$ cat src/rtl/lbcd_pkg.sv
package lbcd_pkg;

   localparam int CSR_INDEX_WIDTH = 3;
   localparam int CSR_DATA_WIDTH  = 8;
   localparam int CFG_WIDTH       = 8;
   localparam int REPEAT_WIDTH    = 4;
   localparam int CODE_WIDTH      = 4;
   localparam int BIT_POS_WIDTH   = 2;
   localparam int PHASE_WIDTH     = 3;

   localparam logic [PHASE_WIDTH-1:0] PH_IDLE     = 3'd0;
   localparam logic [PHASE_WIDTH-1:0] PH_PULSE    = 3'd1;
   localparam logic [PHASE_WIDTH-1:0] PH_BITGAP   = 3'd2;
   localparam logic [PHASE_WIDTH-1:0] PH_NUMGAP   = 3'd3;
   localparam logic [PHASE_WIDTH-1:0] PH_GROUPGAP = 3'd4;

   localparam logic KIND_START = 1'b0;
   localparam logic KIND_TICK  = 1'b1;

   localparam logic [CSR_INDEX_WIDTH-1:0] REG_LONG_ON      = 3'd0;
   localparam logic [CSR_INDEX_WIDTH-1:0] REG_SHORT_ON     = 3'd1;
   localparam logic [CSR_INDEX_WIDTH-1:0] REG_BIT_GAP      = 3'd2;
   localparam logic [CSR_INDEX_WIDTH-1:0] REG_NUMBER_GAP   = 3'd3;
   localparam logic [CSR_INDEX_WIDTH-1:0] REG_GROUP_GAP    = 3'd4;
   localparam logic [CSR_INDEX_WIDTH-1:0] REG_REPEAT_TOTAL = 3'd5;

   localparam logic [CFG_WIDTH-1:0]    RST_LONG_ON      = 8'd10;
   localparam logic [CFG_WIDTH-1:0]    RST_SHORT_ON     = 8'd2;
   localparam logic [CFG_WIDTH-1:0]    RST_BIT_GAP      = 8'd2;
   localparam logic [CFG_WIDTH-1:0]    RST_NUMBER_GAP   = 8'd10;
   localparam logic [CFG_WIDTH-1:0]    RST_GROUP_GAP    = 8'd40;
   localparam logic [REPEAT_WIDTH-1:0] RST_REPEAT_TOTAL = 4'd3;

   typedef struct packed {
      logic                     found;
      logic [PHASE_WIDTH-1:0]   phase;
      logic [BIT_POS_WIDTH-1:0] bit_pos;
      logic [REPEAT_WIDTH-1:0]  rep;
   } step_type;

   // Which nonzero-length lit or dark stretch comes next within one showing
   function automatic step_type show_scan(
      input logic [CODE_WIDTH-1:0]    code,
      input logic [BIT_POS_WIDTH-1:0] b,
      input logic                     skip,
      input logic                     long_nz,
      input logic                     short_nz,
      input logic                     gap_nz,
      input logic                     num_nz);
      step_type s;
      logic     hit;
      s   = '{found: 1'b0, phase: PH_IDLE, bit_pos: '0, rep: '0};
      hit = 1'b0;
      if (!skip && (code[b] ? long_nz : short_nz)) begin
         s.found   = 1'b1;
         s.phase   = PH_PULSE;
         s.bit_pos = b;
      end else if (gap_nz && (b != '0)) begin
         s.found   = 1'b1;
         s.phase   = PH_BITGAP;
         s.bit_pos = b;
      end else if (!gap_nz) begin
         for (int p = 3; p >= 0; p--) begin
            if (!hit && ((p < int'(b)) || ((p == int'(b)) && !skip)) &&
                (code[p] ? long_nz : short_nz)) begin
               hit       = 1'b1;
               s.found   = 1'b1;
               s.phase   = PH_PULSE;
               s.bit_pos = BIT_POS_WIDTH'(p);
            end
         end
      end
      if (!s.found && num_nz) begin
         s.found   = 1'b1;
         s.phase   = PH_NUMGAP;
         s.bit_pos = '0;
      end
      return s;
   endfunction

   function automatic step_type group_entry(
      input logic [REPEAT_WIDTH-1:0] rep,
      input logic                    group_nz);
      step_type s;
      s = '{found: 1'b1, phase: PH_IDLE, bit_pos: '0, rep: '0};
      if (group_nz) begin
         s.phase = PH_GROUPGAP;
         s.rep   = rep;
      end
      return s;
   endfunction

   // End of one showing: next showing, the closing group gap, or idle when that gap is zero
   function automatic step_type repeat_exit(
      input logic [REPEAT_WIDTH-1:0] rep,
      input logic [REPEAT_WIDTH-1:0] total,
      input logic [CODE_WIDTH-1:0]   code,
      input logic                    long_nz,
      input logic                    short_nz,
      input logic                    gap_nz,
      input logic                    num_nz,
      input logic                    group_nz);
      step_type s;
      if (({1'b0, rep} + 5'd1) >= {1'b0, total}) begin
         s = group_entry(rep, group_nz);
      end else begin
         s = show_scan(code, 2'd3, 1'b0, long_nz, short_nz, gap_nz, num_nz);
         if (s.found) begin
            s.rep = rep + 4'd1;
         end else begin
            // no showing holds any nonzero stretch: all repeats collapse
            s = group_entry(total - 4'd1, group_nz);
         end
      end
      return s;
   endfunction

endpackage

$ cat src/rtl/led_blink_code_display.sv
// LED blink code display. A start transaction (kind 0) latches a 4-bit code, drives it onto
// shown_code at once and blinks it on one LED, most significant bit first: a long lit pulse
// for a one, a short one for a zero, dark bit gaps between pulses and a dark number gap after
// each showing. The code is shown repeat_total times (zero acts as one), then a dark group gap
// runs before the block goes idle. Tick transactions (kind 1) advance all timing by one tick;
// phases of zero length are passed over within the same transaction. A start while busy and a
// tick while idle change nothing. Every transaction gives exactly one response reporting the
// LED level, busy and the latched code after it. One transaction is taken per clock: the whole
// update is one registered pass from the state registers to the response register, and the
// only back-pressure comes from a full response register that is stalled. The user must write
// configuration registers through the csr port while no sequence is running; the block does
// not enforce it. Indexes 6, 7 are ignored. Phase lengths over TICK_COUNT_WIDTH bits saturate.
module led_blink_code_display
   import lbcd_pkg::*;
#(
   parameter int TICK_COUNT_WIDTH = 8
) (
   input  logic                       clock,
   input  logic                       reset,
   input  logic                       req_valid,
   output logic                       req_stall,
   input  logic                       req_kind,
   input  logic [CODE_WIDTH-1:0]      req_code_value,
   output logic                       rsp_valid,
   input  logic                       rsp_stall,
   output logic                       rsp_led_lit,
   output logic                       rsp_busy_res,
   output logic [CODE_WIDTH-1:0]      rsp_shown_code,
   input  logic                       csr_valid,
   output logic                       csr_ready,
   input  logic [CSR_INDEX_WIDTH-1:0] csr_index,
   input  logic [CSR_DATA_WIDTH-1:0]  csr_wdata
);

   localparam int TW = TICK_COUNT_WIDTH;
   localparam int CW = (TW > CFG_WIDTH) ? TW : CFG_WIDTH;
   localparam logic [CW-1:0] TICK_MAX = CW'({TW{1'b1}});

   function automatic logic [TW-1:0] count_load(input logic [CFG_WIDTH-1:0] v);
      logic [CW-1:0] ext;
      ext = CW'(v);
      return (ext > TICK_MAX) ? TW'(TICK_MAX) : TW'(ext);
   endfunction

   logic [CFG_WIDTH-1:0]    long_on_ff, short_on_ff, bit_gap_ff, number_gap_ff, group_gap_ff;
   logic [REPEAT_WIDTH-1:0] repeat_total_ff;

   logic [PHASE_WIDTH-1:0]   phase_ff, phase_in;
   logic [BIT_POS_WIDTH-1:0] bit_pos_ff, bit_pos_in;
   logic [REPEAT_WIDTH-1:0]  rep_ff, rep_in;
   logic [TW-1:0]            ticks_ff, ticks_in;
   logic [CODE_WIDTH-1:0]    code_ff, code_in;

   logic                  rsp_valid_ff, rsp_valid_in;
   logic                  led_ff, busy_ff;
   logic [CODE_WIDTH-1:0] shown_ff;

   logic     accept;
   logic     long_nz, short_nz, gap_nz, num_nz, group_nz;
   logic     reload;
   step_type s;

   assign req_stall = rsp_valid_ff & rsp_stall;
   assign accept    = req_valid & ~req_stall;
   assign csr_ready = 1'b1;

   assign long_nz  = long_on_ff != '0;
   assign short_nz = short_on_ff != '0;
   assign gap_nz   = bit_gap_ff != '0;
   assign num_nz   = number_gap_ff != '0;
   assign group_nz = group_gap_ff != '0;

   always_ff @(posedge clock) begin
      if (reset) begin
         long_on_ff      <= RST_LONG_ON;
         short_on_ff     <= RST_SHORT_ON;
         bit_gap_ff      <= RST_BIT_GAP;
         number_gap_ff   <= RST_NUMBER_GAP;
         group_gap_ff    <= RST_GROUP_GAP;
         repeat_total_ff <= RST_REPEAT_TOTAL;
      end else if (csr_valid && csr_ready) begin
         unique case (csr_index)
            REG_LONG_ON:      long_on_ff      <= csr_wdata;
            REG_SHORT_ON:     short_on_ff     <= csr_wdata;
            REG_BIT_GAP:      bit_gap_ff      <= csr_wdata;
            REG_NUMBER_GAP:   number_gap_ff   <= csr_wdata;
            REG_GROUP_GAP:    group_gap_ff    <= csr_wdata;
            REG_REPEAT_TOTAL: repeat_total_ff <= csr_wdata[REPEAT_WIDTH-1:0];
            default: ;
         endcase
      end
   end

   always_comb begin
      phase_in   = phase_ff;
      bit_pos_in = bit_pos_ff;
      rep_in     = rep_ff;
      ticks_in   = ticks_ff;
      code_in    = code_ff;
      reload     = 1'b0;
      s          = '{found: 1'b0, phase: PH_IDLE, bit_pos: '0, rep: '0};
      if (accept) begin
         if (req_kind == KIND_START) begin
            if (phase_ff == PH_IDLE) begin
               code_in = req_code_value;
               reload  = 1'b1;
               s = show_scan(req_code_value, 2'd3, 1'b0,
                             long_nz, short_nz, gap_nz, num_nz);
               if (!s.found) begin
                  s = repeat_exit('0, repeat_total_ff, req_code_value,
                                  long_nz, short_nz, gap_nz, num_nz, group_nz);
               end
            end
         end else if (phase_ff != PH_IDLE) begin
            if (ticks_ff != TW'(1)) begin
               ticks_in = ticks_ff - TW'(1);
            end else begin
               reload = 1'b1;
               unique case (phase_ff)
                  PH_PULSE: begin
                     s = show_scan(code_ff, bit_pos_ff, 1'b1,
                                   long_nz, short_nz, gap_nz, num_nz);
                     s.rep = rep_ff;
                  end
                  PH_BITGAP: begin
                     s = show_scan(code_ff, bit_pos_ff - 2'd1, 1'b0,
                                   long_nz, short_nz, gap_nz, num_nz);
                     s.rep = rep_ff;
                  end
                  PH_NUMGAP: s = '{found: 1'b0, phase: PH_IDLE, bit_pos: '0, rep: rep_ff};
                  default:   s = '{found: 1'b1, phase: PH_IDLE, bit_pos: '0, rep: '0};
               endcase
               if (!s.found) begin
                  s = repeat_exit(rep_ff, repeat_total_ff, code_ff,
                                  long_nz, short_nz, gap_nz, num_nz, group_nz);
               end
            end
         end
      end
      if (reload) begin
         phase_in   = s.phase;
         bit_pos_in = s.bit_pos;
         rep_in     = s.rep;
         unique case (s.phase)
            PH_PULSE:    ticks_in = count_load(code_in[s.bit_pos] ? long_on_ff : short_on_ff);
            PH_BITGAP:   ticks_in = count_load(bit_gap_ff);
            PH_NUMGAP:   ticks_in = count_load(number_gap_ff);
            PH_GROUPGAP: ticks_in = count_load(group_gap_ff);
            default:     ticks_in = '0;
         endcase
      end
   end

   assign rsp_valid_in = accept | (rsp_valid_ff & rsp_stall);

   always_ff @(posedge clock) begin
      if (reset) begin
         phase_ff     <= PH_IDLE;
         bit_pos_ff   <= '0;
         rep_ff       <= '0;
         ticks_ff     <= '0;
         code_ff      <= '0;
         rsp_valid_ff <= 1'b0;
      end else begin
         phase_ff     <= phase_in;
         bit_pos_ff   <= bit_pos_in;
         rep_ff       <= rep_in;
         ticks_ff     <= ticks_in;
         code_ff      <= code_in;
         rsp_valid_ff <= rsp_valid_in;
      end
   end

   always_ff @(posedge clock) begin
      if (accept) begin
         led_ff   <= phase_in == PH_PULSE;
         busy_ff  <= phase_in != PH_IDLE;
         shown_ff <= code_in;
      end
   end

   assign rsp_valid      = rsp_valid_ff;
   assign rsp_led_lit    = led_ff;
   assign rsp_busy_res   = busy_ff;
   assign rsp_shown_code = shown_ff;

endmodule
$ cat config.mk
export PLATFORM = sky130hd
export DESIGN_NAME = led_blink_code_display
export DESIGN_NICKNAME = d
export VERILOG_FILES = /design/src/rtl/lbcd_pkg.sv /design/src/rtl/led_blink_code_display.sv
export SDC_FILE = /design/constraint.sdc
export NUM_CORES = 1
export LEC_CHECK = 0
export ABC_AREA = 0
export BUFFER_PORTS_ARGS = -buffer_cell sky130_fd_sc_hd__buf_2
export CAP_MARGIN = 10
export CORE_MARGIN = 2
export CORE_UTILIZATION = 35
export DETAILED_ROUTE_END_ITERATION = 8
export SYNTH_ARGS = -nofsm -noshare
export SYNTH_HDL_FRONTEND = slang
export SYNTH_SLANG_ARGS = --single-unit
$ cat constraint.sdc
create_clock -name clock -period 6.62 [get_ports clock]
set_input_delay 0 -clock clock [delete_from_list [all_inputs] [get_ports clock]]
set_output_delay 0 -clock clock [all_outputs]
set_load 0.005 [all_outputs]
# After elaboration in Yosys (flattened, before gate mapping)
# Index checks and enable logic that the tools add are counted.
# op_classes
addsub	5
magnitude_cmp	14
n_eq_ne	21
muxes	230
bitwise_logic	4
reduce_logical	74
# ops
cell	count
$mux W6	70
$mux W1	122
$mux W9	9
$mux W8	10
$mux W10	4
$reduce_bool A8 Y1	5
$gt A8 B8 Y1 const B	4
$pmux W8 S4	1
$pmux W10 S3	1
$logic_and A1 B1 Y1	28
$mux W4	7
$logic_not A1 Y1	19
$eq A3 B2 Y1 const B	6
$ne A6 B6 Y1 const B	3
$eq A3 B1 Y1 const B	4
$reduce_and A2 Y1	6
$reduce_bool A2 Y1	6
$mux W5	2
$eq A3 B3 Y1 const B	3
$lt A1 B2 Y1 const A	4
$ne A8 B1 Y1 const B	1
$sub A8 B1 Y8 const B	1
$ne A7 B6 Y1 const B	1
$logic_not A3 Y1	2
20 further kinds	29
# word_totals
ff_bits	72
wordCells	363

# Logic depth before layout (Yosys ltp)
# Gate-level depths: netlist (run 1).
# logic_depth
word_depth	117
ltp_mapped	14
ltp_nobuf	11

# Worst setup path before layout (run 1)
# OpenSTA, ideal clock, no wires.
# synth_path
kind	register -> register
start	register bit_pos_ff[0]
end	register ticks_ff[4]
t_arrival_ns	3.268
path_slack_ns	3.261
path_stages_with_launch	14
path_buffers	2
cell_sequence	dfxtp_1 -> inv_1 -> ha_1 -> nor2b_1 -> a2111oi_0 -> o221ai_1 -> a22o_1 -> or4_4 -> a21o_1 -> and3b_1 -> buf_6 -> buf_12 -> o2111ai_1 -> a311oi_1
# synth_between
elab_chain_cells	68
word_cells_on_any_way	130
cone_classes	add/sub: 1; order compare: 7; eq/ne: 7; mux: 86; reduce/logical: 29
# synth_lines
element	line_no	text
start, declared	led_blink_code_display.sv:49	logic [BIT_POS_WIDTH-1:0] bit_pos_ff, bit_pos_in;
start signal, assigned	led_blink_code_display.sv:166	bit_pos_ff <= bit_pos_in;
$sub A2 B1 Y2	led_blink_code_display.sv:126	s = show_scan(code_ff, bit_pos_ff - 2'd1, 1'b0,
$eq A1 B2 Y1	lbcd_pkg.sv:64	if (!hit && ((p < int'(b)) || ((p == int'(b)) && !skip)) &&
$logic_and A1 B1 Y1	lbcd_pkg.sv:64	
$mux W1	lbcd_pkg.sv:64	
$mux W1	lbcd_pkg.sv:62	end else if (!gap_nz) begin
$mux W1	lbcd_pkg.sv:58	end else if (gap_nz && (b != '0)) begin
$mux W1	lbcd_pkg.sv:54	if (!skip && (code[b] ? long_nz : short_nz)) begin
$mux W1	led_blink_code_display.sv:119	unique case (phase_ff)
[... 52 more ...]	n/a	
$mux W9 (*)	led_blink_code_display.sv:102	if (accept) begin
$bmux W1 S2	led_blink_code_display.sv:145	PH_PULSE: ticks_in = count_load(code_in[s.bit_pos] ? long_on_ff : short_on_ff);
$mux W1 (implied by the code)	led_blink_code_display.sv:145	
$mux W8	led_blink_code_display.sv:145	
$gt A8 B8 Y1	led_blink_code_display.sv:42	return (ext > TICK_MAX) ? TW'(TICK_MAX) : TW'(ext);
$mux W8	led_blink_code_display.sv:42	
$pmux W8 S4 (*)	led_blink_code_display.sv:144	unique case (s.phase)
$mux W8 (*)	led_blink_code_display.sv:140	if (reload) begin
end signal, assigned	led_blink_code_display.sv:168	ticks_ff <= ticks_in;
end, declared	led_blink_code_display.sv:51	logic [TW-1:0] ticks_ff, ticks_in;
# Every way passes the cells marked *; elsewhere a longest branch is shown, timed or not. The select of a mux whose other input is x is not followed.
# A chain may end at the register's enable or synchronous reset.

# Worst setup path after layout (run 1)
# layout_path
start	register bit_pos_ff[0]
end	register ticks_ff[2]
# The elaborated chain is that of the path after synthesis.

==> results of run 1 <==
==> flip-flops by register name (all words and copies together), names as in the netlist <==
name / flops
bit_gap_ff: 8
group_gap_ff: 8
long_on_ff: 8
number_gap_ff: 8
short_on_ff: 8
ticks_ff: 8
code_ff: 4
rep_ff: 4
repeat_total_ff: 4
rsp_shown_code: 4
phase_ff: 3
bit_pos_ff: 2
rsp_busy_res: 1
rsp_led_lit: 1
rsp_valid: 1
==> cells in the mapped netlist, drive strengths merged, types with 7 or more instances <==
cell type | n | area (um^2)
a211oi | 14 | 105
o2111ai | 14 | 123
dfxtp | 66 | 1320
nand3b | 8 | 60.1
a21oi | 58 | 298
ha | 13 | 163
o21ai | 26 | 130
nand2 | 107 | 407
buf | 9 | 68.8
nor3 | 18 | 90.1
a21o | 11 | 82.6
nor4 | 17 | 125
nor2 | 53 | 199
a22oi | 7 | 52.6
clkbuf | 25 | 95.1
inv | 21 | 78.8
nand3 | 14 | 70.1
a311oi | 11 | 109
a221oi | 7 | 61.3
==> timing repair <==
action / 4_1_cts / 5_1_grt
endpoints found under the hold margin: 35 / 0
setup buffers: 0 / 0
hold buffers: 10 / 0
==> metrics by stage <==
stage	utilization	std cells	instance area (um^2)	hold WS, ns
floorplan	-	621	4810	0.121
global placement	0.377	794	5030	0.236
detailed placement	0.377	794	5030	0.245
CTS	0.407	820	5430	0.0121
global route	0.407	820	5430	0.0414
finish	0.407	820	5430	0.0272
==> worst max-delay path: stages, from the launching register on <==
cell and delay, ns:
dfxtp_1 0.43, inv_1 0.12, ha_1 0.35, mux4_2 0.32, a21oi_1 0.62, a22o_1 0.31
or2_0 0.50, a311oi_1 0.31, or3_1 0.59, o2111ai_1 0.29, a311oi_1 0.13
==> power by group through the flow <==
stage / registers [W] / clock network [W] / logic [W]
floorplan: 0.000482 / 0 / 0.000155
global placement: 0.000493 / 0 / 0.000206
detailed placement: 0.000493 / 0 / 0.000210
CTS: 0.000484 / 0.000502 / 0.000216
global route: 0.000487 / 0.000520 / 0.000241
finish: 0.000485 / 0.000496 / 0.000220
==> final cells by class <==
class,count,area [um^2]
sequential,72,1500
timing repair buffer,41,263
fill,1430,7920
inverter,21,78.8
tap,176,220
clock inverter,6,48.8
clock buffer,10,250
multi-input combinational,494,3070
==> per-layer routing <==
layer / vias up / share of wire / track usage
met3: 45 / 0.068 / 0.0352
met5: - / 0 / 0
met2: 225 / 0.45 / 0.362
met1: 2366 / 0.44 / 0.309
li1: 2353 / - / -
met4: 0 / 0.041 / 0.123
==> logic make-up after synthesis <==
logic type               count (synthesis)  synth area share
AO/OA/AOI/OAI                          197             0.298
XOR/XNOR                                10            0.0182
adder cells (fa/ha/maj)                 13            0.0338
buffers and inverters                   55            0.0504
flip-flops                              72             0.312
multiplexers                             7            0.0172
other                                    1          0.000779
AND/OR/NAND/NOR                        266             0.270
==> worst max-delay path by stage <==
stage	start	end	slack [ns]
after floorplan	bit_pos_ff[0]$_SDFFE_PP0P_	ticks_ff[4]$_SDFFE_PP0P_	3.26
after global placement	bit_pos_ff[0]$_SDFFE_PP0P_	ticks_ff[0]$_SDFFE_PP0P_	2.70
after detailed placement	bit_pos_ff[1]$_SDFFE_PP0P_	ticks_ff[2]$_SDFFE_PP0P_	2.60
after CTS	bit_pos_ff[1]$_SDFFE_PP0P_	ticks_ff[2]$_SDFFE_PP0P_	2.56
after global routing	bit_pos_ff[1]$_SDFFE_PP0P_	ticks_ff[2]$_SDFFE_PP0P_	2.18
final	bit_pos_ff[0]$_SDFFE_PP0P_	ticks_ff[2]$_SDFFE_PP0P_	2.48
==> results.yml, run 1 <==
outcome:
  outcome: "completed"
cells_and_area:
  layout_common_cells: "nand2_1, dfxtp_1, a21oi_1"
  nNetsFinal: 673
  mostFrequentLayoutCell: "nand2_1"
  diodes: 0
  area_growth_pct: 12.8
  drive_gt1_frac: 0.115
timing:
  fin_tns_setup_ns: 0
  setup_viol: 0
  slew_violations: 0
  tightestPinTransition_ns: 1.25
  min_period_over_period: 0.625
  hold_viol: 0
  min_period_ns: 4.14
  finClkSkew_ns: 0.00848
  slew_headroom: 0.168
  setup_slack_ns: 2.48
  fmax_ghz: 0.242
  rsz0062_at_grt: "no"
yosys:
  syn_nets: 655
  yosysUniqueCellTypes: 82
  synth-seq-cells: 72
  postSynthCellCount: 621
  synth_area_um2: 4810
  synth_warnings: 0
  synth_edf_count: 6
  synth_top_flop_cell: "dfxtp_1"
  yosysSeqAreaShare: 0.312
  async_reset_ff_frac: 0
  syn_avg_cell_area_um2: 7.75
routing:
  drc: 0
  wirelength_um: 16500
  vias: 4989
  via_per_inst: 6.08
  first_iter_violations: 520
  wl_per_cell_um: 20.1
  dr.pass1.iters: 7
  postRouteAntennaNets: 0
cts:
  htree_levels: 3
  cts_buffers: 9
  cts_sinks: 72
  cts_tree: "done"
  clk_pin_slew_worst_paths_ns: 0.07
  insertion_delay_ns: 0.36
  ctsResizeCount: 0
  cts_max_path_buffers: 2
  clock-root-buffer: "clkbuf_16"
grt:
  grt_pass1_wl_um: 26100
  grt_pass1_vias: 4702
  overflow: 0
  grt_max_degree: 67
  grt_util_all_layers: 0.232
  antenna_found_initial: 0
setup_path:
  worst-path-max-fanout: 9
  path_class: "reg -> reg"
  cp.required_ns: 6.82
  r2r-end: "ticks_ff[2]$_SDFFE_PP0P_"
  rr_worst_depth: 10
  r2r-start: "bit_pos_ff[0]$_SDFFE_PP0P_"
  end_kind: "flip-flop"
  arrival_ns: 4.34
  ff2ff_setup_slack_ns: 2.48
  startpoint_type: "flip-flop"
floorplanning:
  fp.coreArea_um2: 13300
  die_y_um: 121
  dieWidth_um: 121
  ios: 30
  dieArea_um2: 14700
  num_rows: 42
  start_util: 0.361
min_path:
  hp-class: "in -> reg"
  holdPathStages: 3
  min_from: "req_code_value[0]"
  min_to: "code_ff[0]$_SDFF_PP0_"
pwr:
  powerDensity_nw_per_um2: 221
  swShare: 0.318
  combPwrFrac: 0.183
  clock_power_share: 0.413
  power.internal_w: 0.000820
  peakVddDrop_v: 0.000135
  switchingPower_w: 0.000382
  total_leakage_power_nw: 1.97
  power_w: 0.00120
  p_seq_frac: 0.403
placed_design:
  numPortBuffers: 28
  pre_cts_slack_ns: 2.60
  gp_congestion: 1.01
  dp_hpwl_um: 12200
flow_run:
  maxCapViolCount: 0
No activity file was read; power rests on OpenSTA's default activity.
==> run 2: changes to the inputs <==
==> constraint.sdc (replaced) <==
create_clock -name clock -period 3.9 [get_ports clock]
set_input_delay 0 -clock clock [delete_from_list [all_inputs] [get_ports clock]]
set_output_delay 0 -clock clock [all_outputs]
set_load 0.005 [all_outputs]
==> run 2 against run 1 <==
  * Total power rose by 75%
  * Via count rose by 3.2%
  * Critical path type unchanged
  * Sequential power rose by 68%
  * Fmax rose by 13%
==> results.yml, run 2 (same netlist as run 1, synthesis figures left out) <==
outcome:
  outcome: "completed"
setup_path:
  cp_common_cell: "a311oi_2"
  rr_worst_depth: 9
  path_class: "reg -> reg"
  r2r-start: "bit_gap_ff[7]$_SDFFE_PP0P_"
  cp.required_ns: 4.11
  cpPeakStageDelay_ns: 0.68
  worstPathCellList: "or4_1 > nor2_1 > buf_4 > a31oi_1 > a311oi_2 > a311oi_2 > or3_1 > o2111ai_1 > a311oi_1"
  end_kind: "flip-flop"
  startpoint_type: "flip-flop"
  crit_slowest_cell: "or4_1"
  ff2ff_setup_slack_ns: 0.25
  worst-path-max-fanout: 8
  r2r-end: "ticks_ff[0]$_SDFFE_PP0P_"
  arrival_ns: 3.86
cells_and_area:
  layout_common_cells: "nand2_1, dfxtp_1, a21oi_1"
  nNetsFinal: 702
  mostFrequentLayoutCell: "nand2_1"
  diodes: 0
  area_growth_pct: 18.6
  drive_gt1_frac: 0.161
timing:
  slew_violations: 0
  whs_ns: 0.00000713
  tightestPinTransition_ns: 0.675
  setup_viol: 0
  hold_viol: 0
  min_period_over_period: 0.937
  finClkSkew_ns: 0.00951
  fmax_ghz: 0.274
  rsz0062_at_grt: "no"
  min_period_ns: 3.65
  slew_headroom: 0.544
  fin_tns_setup_ns: 0
grt:
  overflow: 0
  grt_max_degree: 43
  grt_util_all_layers: 0.230
  grt_pass1_vias: 4687
  antenna_found_initial: 0
  grt_pass1_wl_um: 25800
min_path:
  hp-class: "in -> reg"
  holdPathStages: 5
  min_from: "rsp_stall"
  min_to: "rsp_valid$_SDFF_PP0_"
cts:
  cts_tree: "done"
  cts_buffers: 9
  cts_max_path_buffers: 2
  clock-root-buffer: "clkbuf_16"
  insertion_delay_ns: 0.34
  htree_levels: 3
  cts_sinks: 72
  clk_pin_slew_worst_paths_ns: 0.06
pwr:
  total_leakage_power_nw: 2.14
  power_w: 0.00211
  peakVddDrop_v: 0.000206
  powerDensity_nw_per_um2: 369
routing:
  wirelength_um: 16600
  via_per_inst: 6.07
  drc: 0
  first_iter_violations: 583
  dr.pass1.iters: 5
  postRouteAntennaNets: 0
  wl_per_cell_um: 19.6
  vias: 5150
floorplanning:
  dieArea_um2: 14700
  die_y_um: 121
  start_util: 0.361
  num_rows: 42
  dieWidth_um: 121
  ios: 30
  fp.coreArea_um2: 13300
placed_design:
  numPortBuffers: 28
  dp_hpwl_um: 12700
  gp_congestion: 0.955
flow_run:
  maxCapViolCount: 0
## run 2: changes by cell type in the layout (fill, tap and decap cells not counted), sizes merged
cell and change:
clkinv -1, buf +31, dlygate4sd3 -2, clkinvlp -2
inv -2, bufinv +1, clkbuf +3
## run 2: critical path: cells and delay by family (launching register included)
family                 cells  cell delay (ns)
flip-flops                 1             0.34
buffers and inverters      1             0.20
AND/OR/NAND/NOR            3             1.53
AO/OA/AOI/OAI              5             1.45
## run 2: through the flow
stage / std cells / instance area, um^2 / setup WS, ns / util
global route: 848 / 5710 / 0.0428 / 0.428
detailed placement: 824 / 5260 / 0.0725 / 0.394
floorplan: 621 / 4810 / 0.541 / -
finish: 848 / 5710 / 0.245 / 0.428
global placement: 824 / 5260 / 0.255 / 0.394
CTS: 847 / 5660 / 0.0666 / 0.424
## run 2: final cells by class
| type | count | area [um^2] |
|---|---|---|
| Timing Repair Buffer | 70 | 488 |
| Tap cell | 176 | 220 |
| Clock inverter | 2 | 35.0 |
| Multi-Input combinational cell | 494 | 3110 |
| Inverter | 21 | 78.8 |
| Clock buffer | 13 | 282 |
| Sequential cell | 72 | 1500 |
| Fill cell | 1375 | 7640 |
## run 2: how the worst max path moves through the flow
stage	from	endpoint	slack, ns
final	bit_gap_ff[7]$_SDFFE_PP0P_	ticks_ff[0]$_SDFFE_PP0P_	0.25
after global routing	bit_pos_ff[0]$_SDFFE_PP0P_	ticks_ff[0]$_SDFFE_PP0P_	0.04
after CTS	bit_pos_ff[0]$_SDFFE_PP0P_	ticks_ff[5]$_SDFFE_PP0P_	0.07
after detailed placement	bit_pos_ff[0]$_SDFFE_PP0P_	ticks_ff[5]$_SDFFE_PP0P_	0.07
after global placement	bit_pos_ff[0]$_SDFFE_PP0P_	ticks_ff[7]$_SDFFE_PP0P_	0.26
after floorplan	bit_pos_ff[0]$_SDFFE_PP0P_	ticks_ff[4]$_SDFFE_PP0P_	0.54
## run 2: routing by layer
layer	global-route usage	vias up	wire (um)
met2	0.365	244	7700
met1	0.302	2450	7200
met4	0.115	0	591
li1	-	2411	-
met3	0.0352	45	1080
met5	0	-	0
## run 2: power by group
group / total, W / switching, W / internal, W
Sequential: 0.000817 / 0.0000367 / 0.000780
Clock: 0.000875 / 0.000310 / 0.000564
Combinational: 0.000415 / 0.000251 / 0.000164
## run 2: timing repair
item                                    4_1_cts  5_1_grt
endpoints found under the setup margin        0        8
endpoints found under the hold margin        24        0
buffers inserted                              0        1
hold buffers                                  8        0
resized for setup                             0        8
